`config.mk`:
```
export PLATFORM = sky130hd
export DESIGN_NAME = motor_stall_detector
export DESIGN_NICKNAME = d
export VERILOG_FILES = /design/src/rtl/msd_pkg.sv /design/src/rtl/msd_lane.sv /design/src/rtl/msd_merge.sv /design/src/rtl/motor_stall_detector.sv
export SDC_FILE = /design/constraint.sdc
export NUM_CORES = 1
export LEC_CHECK = 0
export BUFFER_PORTS_ARGS = -buffer_cell sky130_fd_sc_hd__buf_2
export CAP_MARGIN = 20
export CORE_ASPECT_RATIO = 1.75
export CORE_MARGIN = 3
export CORE_UTILIZATION = 40
export CTS_BUF_LIST = sky130_fd_sc_hd__clkbuf_4 sky130_fd_sc_hd__clkbuf_8
export DETAILED_ROUTE_END_ITERATION = 12
export GPL_TIMING_DRIVEN = 0
export SLEW_MARGIN = 20
export SYNTH_ARGS = -nofsm -noshare
export SYNTH_HDL_FRONTEND = slang
export SYNTH_HIERARCHICAL = 1
export SYNTH_SLANG_ARGS = --single-unit
```
`constraint.sdc`:
```
create_clock -name aclk -period 16.3 [get_ports aclk]
set_input_delay 2.445 -clock aclk [delete_from_list [all_inputs] [get_ports aclk]]
set_output_delay 2.445 -clock aclk [all_outputs]
set_load 0.01 [all_outputs]
```
`src/rtl/msd_pkg.sv`:
```
// Shared types and constants for the motor stall detector.
// No dependencies; imported by every module of the block.
`default_nettype none

package msd_pkg;

    localparam int NUM_MOTORS = 4;
    localparam int CODE_W     = 12;
    localparam int HOLD_W     = 16;
    localparam int COUNT_W    = 17;
    localparam int CFG_IDX_W  = 2;
    localparam int CFG_DATA_W = 16;

    localparam logic [CODE_W-1:0]  THRESHOLD_RESET = 12'd1000;
    localparam logic [HOLD_W-1:0]  HOLD_RESET      = 16'd1000;
    localparam logic [COUNT_W-1:0] COUNT_MAX       = 17'h1FFFF;

    typedef enum logic [CFG_IDX_W-1:0] {
        REG_THRESHOLD = 2'd0,
        REG_HOLD      = 2'd1
    } cfg_reg_t;

    typedef logic [CODE_W-1:0] code_t;
    typedef code_t [NUM_MOTORS-1:0] code_vec_t;

    // per-cycle control from the sequencer to every lane
    typedef struct packed {
        logic wr_en;
        logic clr_peak;
        logic rd_en;
        logic rd_live;
    } lane_ctrl_t;

    typedef enum logic [3:0] {
        ST_IDLE  = 4'b0001,
        ST_SCAN  = 4'b0010,
        ST_DRAIN = 4'b0100,
        ST_MERGE = 4'b1000
    } seq_state_t;

endpackage

`default_nettype wire

```
`src/rtl/msd_lane.sv`:
```
// One motor lane: absolute difference, circular window memory, serial max scan.
// Depends on msd_pkg.
`default_nettype none

module msd_lane #(
    parameter int WINDOW_DEPTH = 16,
    parameter int AW           = 4
) (
    input  wire                  aclk,
    input  wire                  aresetn,
    input  msd_pkg::lane_ctrl_t  ctrl,
    input  msd_pkg::code_t       ref_code,
    input  msd_pkg::code_t       out_code,
    input  wire [AW-1:0]         wr_addr,
    input  wire [AW-1:0]         rd_addr,
    output msd_pkg::code_t       peak
);
    import msd_pkg::*;

    code_t mem [WINDOW_DEPTH];
    code_t diff;
    code_t rd_data_reg;
    code_t peak_reg;
    logic  hit_reg;

    assign diff = (out_code > ref_code) ? (out_code - ref_code) : (ref_code - out_code);

    always_ff @(posedge aclk) begin
        if (ctrl.wr_en) begin
            mem[wr_addr] <= diff;
        end
        if (ctrl.rd_en) begin
            rd_data_reg <= mem[rd_addr];
        end
    end

    always_ff @(posedge aclk) begin
        if (!aresetn) begin
            hit_reg <= 1'b0;
        end else begin
            hit_reg <= ctrl.rd_en & ctrl.rd_live;
        end
    end

    always_ff @(posedge aclk) begin
        if (ctrl.clr_peak) begin
            peak_reg <= '0;
        end else if (hit_reg && (rd_data_reg > peak_reg)) begin
            peak_reg <= rd_data_reg;
        end
    end

    assign peak = peak_reg;

endmodule

`default_nettype wire

```
`src/rtl/msd_merge.sv`:
```
// Merge stage: threshold compare over lane peaks, hysteresis counters, result register.
// Depends on msd_pkg.
`default_nettype none

module msd_merge (
    input  wire                        aclk,
    input  wire                        aresetn,
    input  wire                        load,
    input  msd_pkg::code_vec_t         peaks,
    input  msd_pkg::code_t             threshold,
    input  wire [msd_pkg::HOLD_W-1:0]  hold,
    input  wire                        m_ready,
    output logic                       out_free,
    output logic                       m_valid,
    output msd_pkg::code_vec_t         m_peaks,
    output logic                       m_any_above,
    output logic                       m_locked
);
    import msd_pkg::*;

    logic [COUNT_W-1:0] above_cnt_reg, above_cnt_next;
    logic [COUNT_W-1:0] below_cnt_reg, below_cnt_next;
    logic [COUNT_W-1:0] above_inc, below_inc, hold_ext;
    logic               locked_reg, locked_next;
    logic               valid_reg, valid_next;
    logic               above;
    code_vec_t          peaks_reg;
    logic               any_above_reg;

    always_comb begin
        above = 1'b0;
        for (int m = 0; m < NUM_MOTORS; m++) begin
            if (peaks[m] > threshold) begin
                above = 1'b1;
            end
        end
    end

    assign hold_ext  = {1'b0, hold};
    assign above_inc = (above_cnt_reg == COUNT_MAX) ? above_cnt_reg : above_cnt_reg + 1'b1;
    assign below_inc = (below_cnt_reg == COUNT_MAX) ? below_cnt_reg : below_cnt_reg + 1'b1;

    always_comb begin
        above_cnt_next = above_cnt_reg;
        below_cnt_next = below_cnt_reg;
        locked_next    = locked_reg;
        if (load) begin
            if (above) begin
                above_cnt_next = above_inc;
                if (above_inc > hold_ext) begin
                    below_cnt_next = '0;
                    locked_next    = 1'b1;
                end
            end else begin
                below_cnt_next = below_inc;
                if (below_inc > hold_ext) begin
                    above_cnt_next = '0;
                    locked_next    = 1'b0;
                end
            end
        end
    end

    assign out_free = !valid_reg || m_ready;

    always_comb begin
        valid_next = valid_reg;
        if (load) begin
            valid_next = 1'b1;
        end else if (m_ready) begin
            valid_next = 1'b0;
        end
    end

    always_ff @(posedge aclk) begin
        if (!aresetn) begin
            above_cnt_reg <= '0;
            below_cnt_reg <= '0;
            locked_reg    <= 1'b0;
            valid_reg     <= 1'b0;
        end else begin
            above_cnt_reg <= above_cnt_next;
            below_cnt_reg <= below_cnt_next;
            locked_reg    <= locked_next;
            valid_reg     <= valid_next;
        end
    end

    always_ff @(posedge aclk) begin
        if (load) begin
            peaks_reg     <= peaks;
            any_above_reg <= above;
        end
    end

    assign m_valid     = valid_reg;
    assign m_peaks     = peaks_reg;
    assign m_any_above = any_above_reg;
    assign m_locked    = locked_reg;

endmodule

`default_nettype wire

```
`src/rtl/motor_stall_detector.sv`:
```
// Motor stall detector: four lanes scan their sample windows, merge stage judges lock.
// An item is accepted only when idle; it passes the scan, drain and merge states before m_valid.
// No new item is taken until the merge loads the result; the window scan reads one entry a cycle.
// Reset: aresetn synchronous active low; windows read as zero until written (fill count),
// counters and locked flag cleared, threshold and hold count return to 1000.
`default_nettype none

module motor_stall_detector #(
    parameter int WINDOW_DEPTH = 16
) (
    input  wire                            aclk,
    input  wire                            aresetn,
    input  wire                            cfg_we,
    input  wire [msd_pkg::CFG_IDX_W-1:0]   cfg_index,
    input  wire [msd_pkg::CFG_DATA_W-1:0]  cfg_wdata,
    input  wire                            s_valid,
    output logic                           s_ready,
    input  wire [msd_pkg::CODE_W-1:0]      s_ref_m1,
    input  wire [msd_pkg::CODE_W-1:0]      s_out_m1,
    input  wire [msd_pkg::CODE_W-1:0]      s_ref_m2,
    input  wire [msd_pkg::CODE_W-1:0]      s_out_m2,
    input  wire [msd_pkg::CODE_W-1:0]      s_ref_m3,
    input  wire [msd_pkg::CODE_W-1:0]      s_out_m3,
    input  wire [msd_pkg::CODE_W-1:0]      s_ref_m4,
    input  wire [msd_pkg::CODE_W-1:0]      s_out_m4,
    output logic                           m_valid,
    input  wire                            m_ready,
    output logic [msd_pkg::CODE_W-1:0]     m_peak_m1,
    output logic [msd_pkg::CODE_W-1:0]     m_peak_m2,
    output logic [msd_pkg::CODE_W-1:0]     m_peak_m3,
    output logic [msd_pkg::CODE_W-1:0]     m_peak_m4,
    output logic                           m_any_above,
    output logic                           m_locked
);
    import msd_pkg::*;

    localparam int AW = (WINDOW_DEPTH > 1) ? $clog2(WINDOW_DEPTH) : 1;
    localparam int FW = $clog2(WINDOW_DEPTH + 1);
    localparam logic [AW-1:0] LAST_IDX = AW'(WINDOW_DEPTH - 1);
    localparam logic [FW-1:0] FULL     = FW'(WINDOW_DEPTH);

    seq_state_t    state_reg, state_next;
    logic [AW-1:0] wr_pos_reg, wr_pos_next;
    logic [AW-1:0] scan_idx_reg, scan_idx_next;
    logic [FW-1:0] fill_reg, fill_next;
    code_t         threshold_reg;
    logic [HOLD_W-1:0] hold_reg;
    lane_ctrl_t    ctrl;
    logic          accept;
    logic          out_free;
    logic          load;
    code_vec_t     ref_vec, out_vec, peaks, m_peaks;

    assign ref_vec = {s_ref_m4, s_ref_m3, s_ref_m2, s_ref_m1};
    assign out_vec = {s_out_m4, s_out_m3, s_out_m2, s_out_m1};

    assign s_ready = (state_reg == ST_IDLE);
    assign accept  = s_valid && s_ready;
    assign load    = (state_reg == ST_MERGE) && out_free;

    always_ff @(posedge aclk) begin
        if (!aresetn) begin
            threshold_reg <= THRESHOLD_RESET;
            hold_reg      <= HOLD_RESET;
        end else if (cfg_we) begin
            case (cfg_index)
                REG_THRESHOLD: threshold_reg <= cfg_wdata[CODE_W-1:0];
                REG_HOLD:      hold_reg      <= cfg_wdata[HOLD_W-1:0];
                default: ;
            endcase
        end
    end

    always_comb begin
        state_next    = state_reg;
        wr_pos_next   = wr_pos_reg;
        scan_idx_next = scan_idx_reg;
        fill_next     = fill_reg;
        case (state_reg)
            ST_IDLE: begin
                if (accept) begin
                    wr_pos_next   = (wr_pos_reg == LAST_IDX) ? '0 : wr_pos_reg + 1'b1;
                    fill_next     = (fill_reg == FULL) ? fill_reg : fill_reg + 1'b1;
                    scan_idx_next = '0;
                    state_next    = ST_SCAN;
                end
            end
            ST_SCAN: begin
                if (scan_idx_reg == LAST_IDX) begin
                    state_next = ST_DRAIN;
                end else begin
                    scan_idx_next = scan_idx_reg + 1'b1;
                end
            end
            ST_DRAIN: begin
                state_next = ST_MERGE;
            end
            ST_MERGE: begin
                if (out_free) begin
                    state_next = ST_IDLE;
                end
            end
            default: begin
                state_next = ST_IDLE;
            end
        endcase
    end

    always_ff @(posedge aclk) begin
        if (!aresetn) begin
            state_reg    <= ST_IDLE;
            wr_pos_reg   <= '0;
            scan_idx_reg <= '0;
            fill_reg     <= '0;
        end else begin
            state_reg    <= state_next;
            wr_pos_reg   <= wr_pos_next;
            scan_idx_reg <= scan_idx_next;
            fill_reg     <= fill_next;
        end
    end

    // entries at or past the fill count were never written and read as zero
    always_comb begin
        ctrl.wr_en    = accept;
        ctrl.clr_peak = accept;
        ctrl.rd_en    = (state_reg == ST_SCAN);
        ctrl.rd_live  = FW'(scan_idx_reg) < fill_reg;
    end

    for (genvar m = 0; m < NUM_MOTORS; m++) begin : g_lane
        msd_lane #(
            .WINDOW_DEPTH (WINDOW_DEPTH),
            .AW           (AW)
        ) u_lane (
            .aclk     (aclk),
            .aresetn  (aresetn),
            .ctrl     (ctrl),
            .ref_code (ref_vec[m]),
            .out_code (out_vec[m]),
            .wr_addr  (wr_pos_reg),
            .rd_addr  (scan_idx_reg),
            .peak     (peaks[m])
        );
    end

    msd_merge u_merge (
        .aclk        (aclk),
        .aresetn     (aresetn),
        .load        (load),
        .peaks       (peaks),
        .threshold   (threshold_reg),
        .hold        (hold_reg),
        .m_ready     (m_ready),
        .out_free    (out_free),
        .m_valid     (m_valid),
        .m_peaks     (m_peaks),
        .m_any_above (m_any_above),
        .m_locked    (m_locked)
    );

    assign m_peak_m1 = m_peaks[0];
    assign m_peak_m2 = m_peaks[1];
    assign m_peak_m3 = m_peaks[2];
    assign m_peak_m4 = m_peaks[3];

endmodule

`default_nettype wire

```
==> results.md <==
* Crit path launch: s_ref_m4[0]
* Flop pwr share at 0.522
* Yosys reg bits at 998
* Type of the worst setup path: in2reg
* Overall Power at 5.76 mW
* Comb pwr share at 0.118
* DP Cell Count at approximately 4700
* Status: finished, final reports clean
* 1st-iter DRT viols at 1658
* Die width at around 260 um
* Count of cell types in the netlist at just under 100
* GP Congestion at 0.856
* Crit-path max FO at 16
* Critical path endpoint category: register
* Max IR drop VDD at 0.0575 mV
* Max_slew headroom at 0.226
* Final setup fails at 0
* Switch Pwr at 1.43 mW
* Non-filler cells, final at 4974
* Largest net degree at the start of global routing at 56
* Hold Buf Count CTS at 0
* Area of placed instances at 49700 um2
* Post-Syn Area at 46200 um2
* Port Buffers at 170
* Leak at 18.3 nW
* Share of cells above drive strength 1 at 0.259
* Clk_lat worst skew at around 800 ps
* Top cell type's share of synthesized area at 0.562
* TNS Setup at 0 ps
* Flip-flop count of the largest register after layout at roughly 770
* Final net count at about 3700
* Sequential fraction of the synthesis area at 0.620
* Starting Density at 0.404
* Residual DRC at 0
* Post-synth EDFFs at 865
* CTS Buffer Depth at 3
* CTS root buf: clkbuf_8
* Hold slack at 457 ps
* IO Count at 171
* Area Overhead vs Synth at 14.2%
* Crit-path leading delay family: XOR/XNOR gates
* Data required, critical path at 16760 ps
* Detail Route Antenna Nets at 0
* Die area at 120000 um2
* Post-synth net total at 3372
* Critical-path top delay cell: xor2_2
* Worst-margin pin slew at around 1200 ps
* Synth Instances at slightly above 3000
* Post_cts resized at 0
* Clock share of power at 0.359
* Avg Inst Size Synth at 15.3 um2
* Fmax at a little over 200 MHz
* Worst hold start: hold_reg[4]
* TritonCTS Sinks at 998
* Number of global-route vias before repair at roughly 28000
* Worst Path Buf+Inv at 2
* Setup WS post-layout at 11480 ps
* Synth area leaders: edfxtp_1 (56%), mux4_2 (12%), ha_1 (6.2%)
* Clock Skew at 38.7 ps
* Die height at around 460 um
* Asr flop ratio synth at 0
* Most flops, register: g_lane.u_lane/mem
* Cell taking the most area after synthesis: edfxtp_1
* Htree depth at 4
* Fin area at about 53000 um2
* Pre-Repair DR Iteration Count at 5
* CP Launch Type: input pin
* Post-DR wirelength/cell at 22.6 um
* Clock slew at reported path FFs at 60 ps
* Slowest cell delay on critical path at 720 ps
* Grt ovf at 0
* Tcrit/Tclk final at 0.295
* Core Util, Final at 0.461
* First-pass GRT wire length at 170000 um
* Row cnt at 164
* Pre-CTS WS at 10490 ps
* Avg Vias per Cell at 5.39
* CTS tree: yes
* Total routed wirelength at 112000 um
* Hold Vio Cnt, Final at 0
* Synth Warn # at 6
* Power Density at 109 nW/um2
* Critical path arrival at around 5300 ps
* Sw Ratio at 0.249
* CTS buffer count at between 100 and 150
* Tot GR Track Use at 0.187
* RSZ-0062 raised after global routing: false
* Post-layout min period at about 4800 ps
* Slew Viols, Final at 0
* Most used DFF post-synth: edfxtp_1
* Worst-path cell chain: buf_2, ha_1, fa_1, nand2b_1, a21oi_1, a31oi_1, o31ai_1, buf_6, mux2i_1, xor2_2
* Via count at 26800
* Max_cap viols at 0
* Core box area at 115000 um2
* Internal at 4.33 mW
* Hold Path Class: reg2reg
* Setup bufs post-CTS at 0
* RR Startpoint: u_merge/above_cnt_reg[0]
* HPWL Detailed at 80800 um
* Initial antenna violation count at 4
## per-layer routing
metal | wire [um] | vias up | global-route usage
li1 | - | 12300 | -
met5 | 37 | - | 0
met1 | 42700 | 13600 | 0.211
met3 | 4800 | 171 | 0.0321
met2 | 62000 | 682 | 0.354
met4 | 2850 | 4 | 0.0610
## final cells by class
| cell class | count | area [um2] |
|---|---|---|
| fill | 10000 | 61700 |
| sequential | 998 | 28600 |
| multi-input combinational | 1694 | 16700 |
| clock buffer | 186 | 2330 |
| tap | 1494 | 1870 |
| timing repair buffer | 206 | 1210 |
| inverter | 208 | 783 |
| clock inverter | 70 | 639 |
| buffer | 116 | 587 |
| antenna | 2 | 5.00 |
## cell families after synthesis
group / synth area share
xor+xnor: 0.0128
fa+ha+maj: 0.0655
flops: 0.620
compound gates: 0.0570
mux: 0.139
buf+inv: 0.0295
simple gates: 0.0763
## worst paths after layout
kind                           endpoint  slack [ps]  cells after the start
min                         hold_reg[4]         460                      2
max          g_lane[3].u_lane/mem[3][4]       11480                     10
min reg2reg                 hold_reg[4]         460                      2
max reg2reg   u_merge/below_cnt_reg[11]       11850                     16
## synthesized netlist by cell type, drive strengths merged (4+ instances only)
| master | instances |
|---|---|
| a21oi | 140 |
| nand3b | 13 |
| mux4 | 240 |
| or2 | 12 |
| a211oi | 9 |
| o21a | 19 |
| a211o | 4 |
| or3b | 8 |
| and4 | 8 |
| a21o | 35 |
| or3 | 8 |
| and2 | 10 |
| or4 | 4 |
| o31ai | 12 |
| mux2 | 7 |
| a21boi | 6 |
| o31a | 8 |
| o211ai | 19 |
| nand4 | 45 |
| xnor2 | 39 |
| o21ai | 74 |
| mux2i | 95 |
| a2111oi | 4 |
| a31oi | 10 |
| fa | 8 |
| nor3 | 42 |
| edfxtp | 865 |
| ha | 229 |
| and3 | 19 |
| xor2 | 27 |
| dfxtp | 133 |
| clkbuf | 55 |
| nand2b | 118 |
| o2bb2ai | 7 |
| a221o | 4 |
| nand3 | 52 |
| o21bai | 10 |
| inv | 206 |
| nor2b | 25 |
| o22ai | 9 |
| buf | 61 |
| nor2 | 107 |
| nor4 | 12 |
| o311a | 4 |
| nand2 | 157 |
## worst min-delay path: cells and delay by family (launching register included)
family	cells	cell delay, ps
AND/OR/NAND/NOR	1	50
flip-flops	1	310
AO/OA/AOI/OAI	1	50
## cells in the final DEF, fill, tap and decap left out, types with 13 or more instances in the layout
master / count
clkbuf_1: 52
o211ai_1: 15
xnor2_1: 18
inv_1: 204
nor3_1: 24
buf_6: 24
buf_4: 27
buf_2: 201
nor2_1: 59
o21ai_0: 65
nor2_2: 48
nand2b_1: 118
nand3b_1: 13
o21a_1: 19
nor3_2: 17
a21o_1: 35
clkbuf_8: 150
clkinv_2: 16
ha_1: 229
mux2i_1: 91
nand4_1: 43
nand2_1: 156
clkbuf_4: 36
nor2b_1: 24
dfxtp_1: 130
edfxtp_1: 865
clkinv_1: 30
nand3_1: 49
xnor2_2: 21
xor2_2: 17
mux4_2: 240
and3_1: 18
a21oi_1: 136
## power by group through the flow
| stage | Combinational (mW) | Clock (mW) | Sequential (mW) |
|---|---|---|---|
| after global placement | 0.638 | 0 | 3.07 |
| after global routing | 0.749 | 2.25 | 3.01 |
| after detailed placement | 0.689 | 0 | 3.06 |
| final | 0.682 | 2.07 | 3.01 |
| after CTS | 0.690 | 2.14 | 3.01 |
| after floorplan | 0.419 | 0 | 3.05 |
Power figures use the tool's default switching activity.
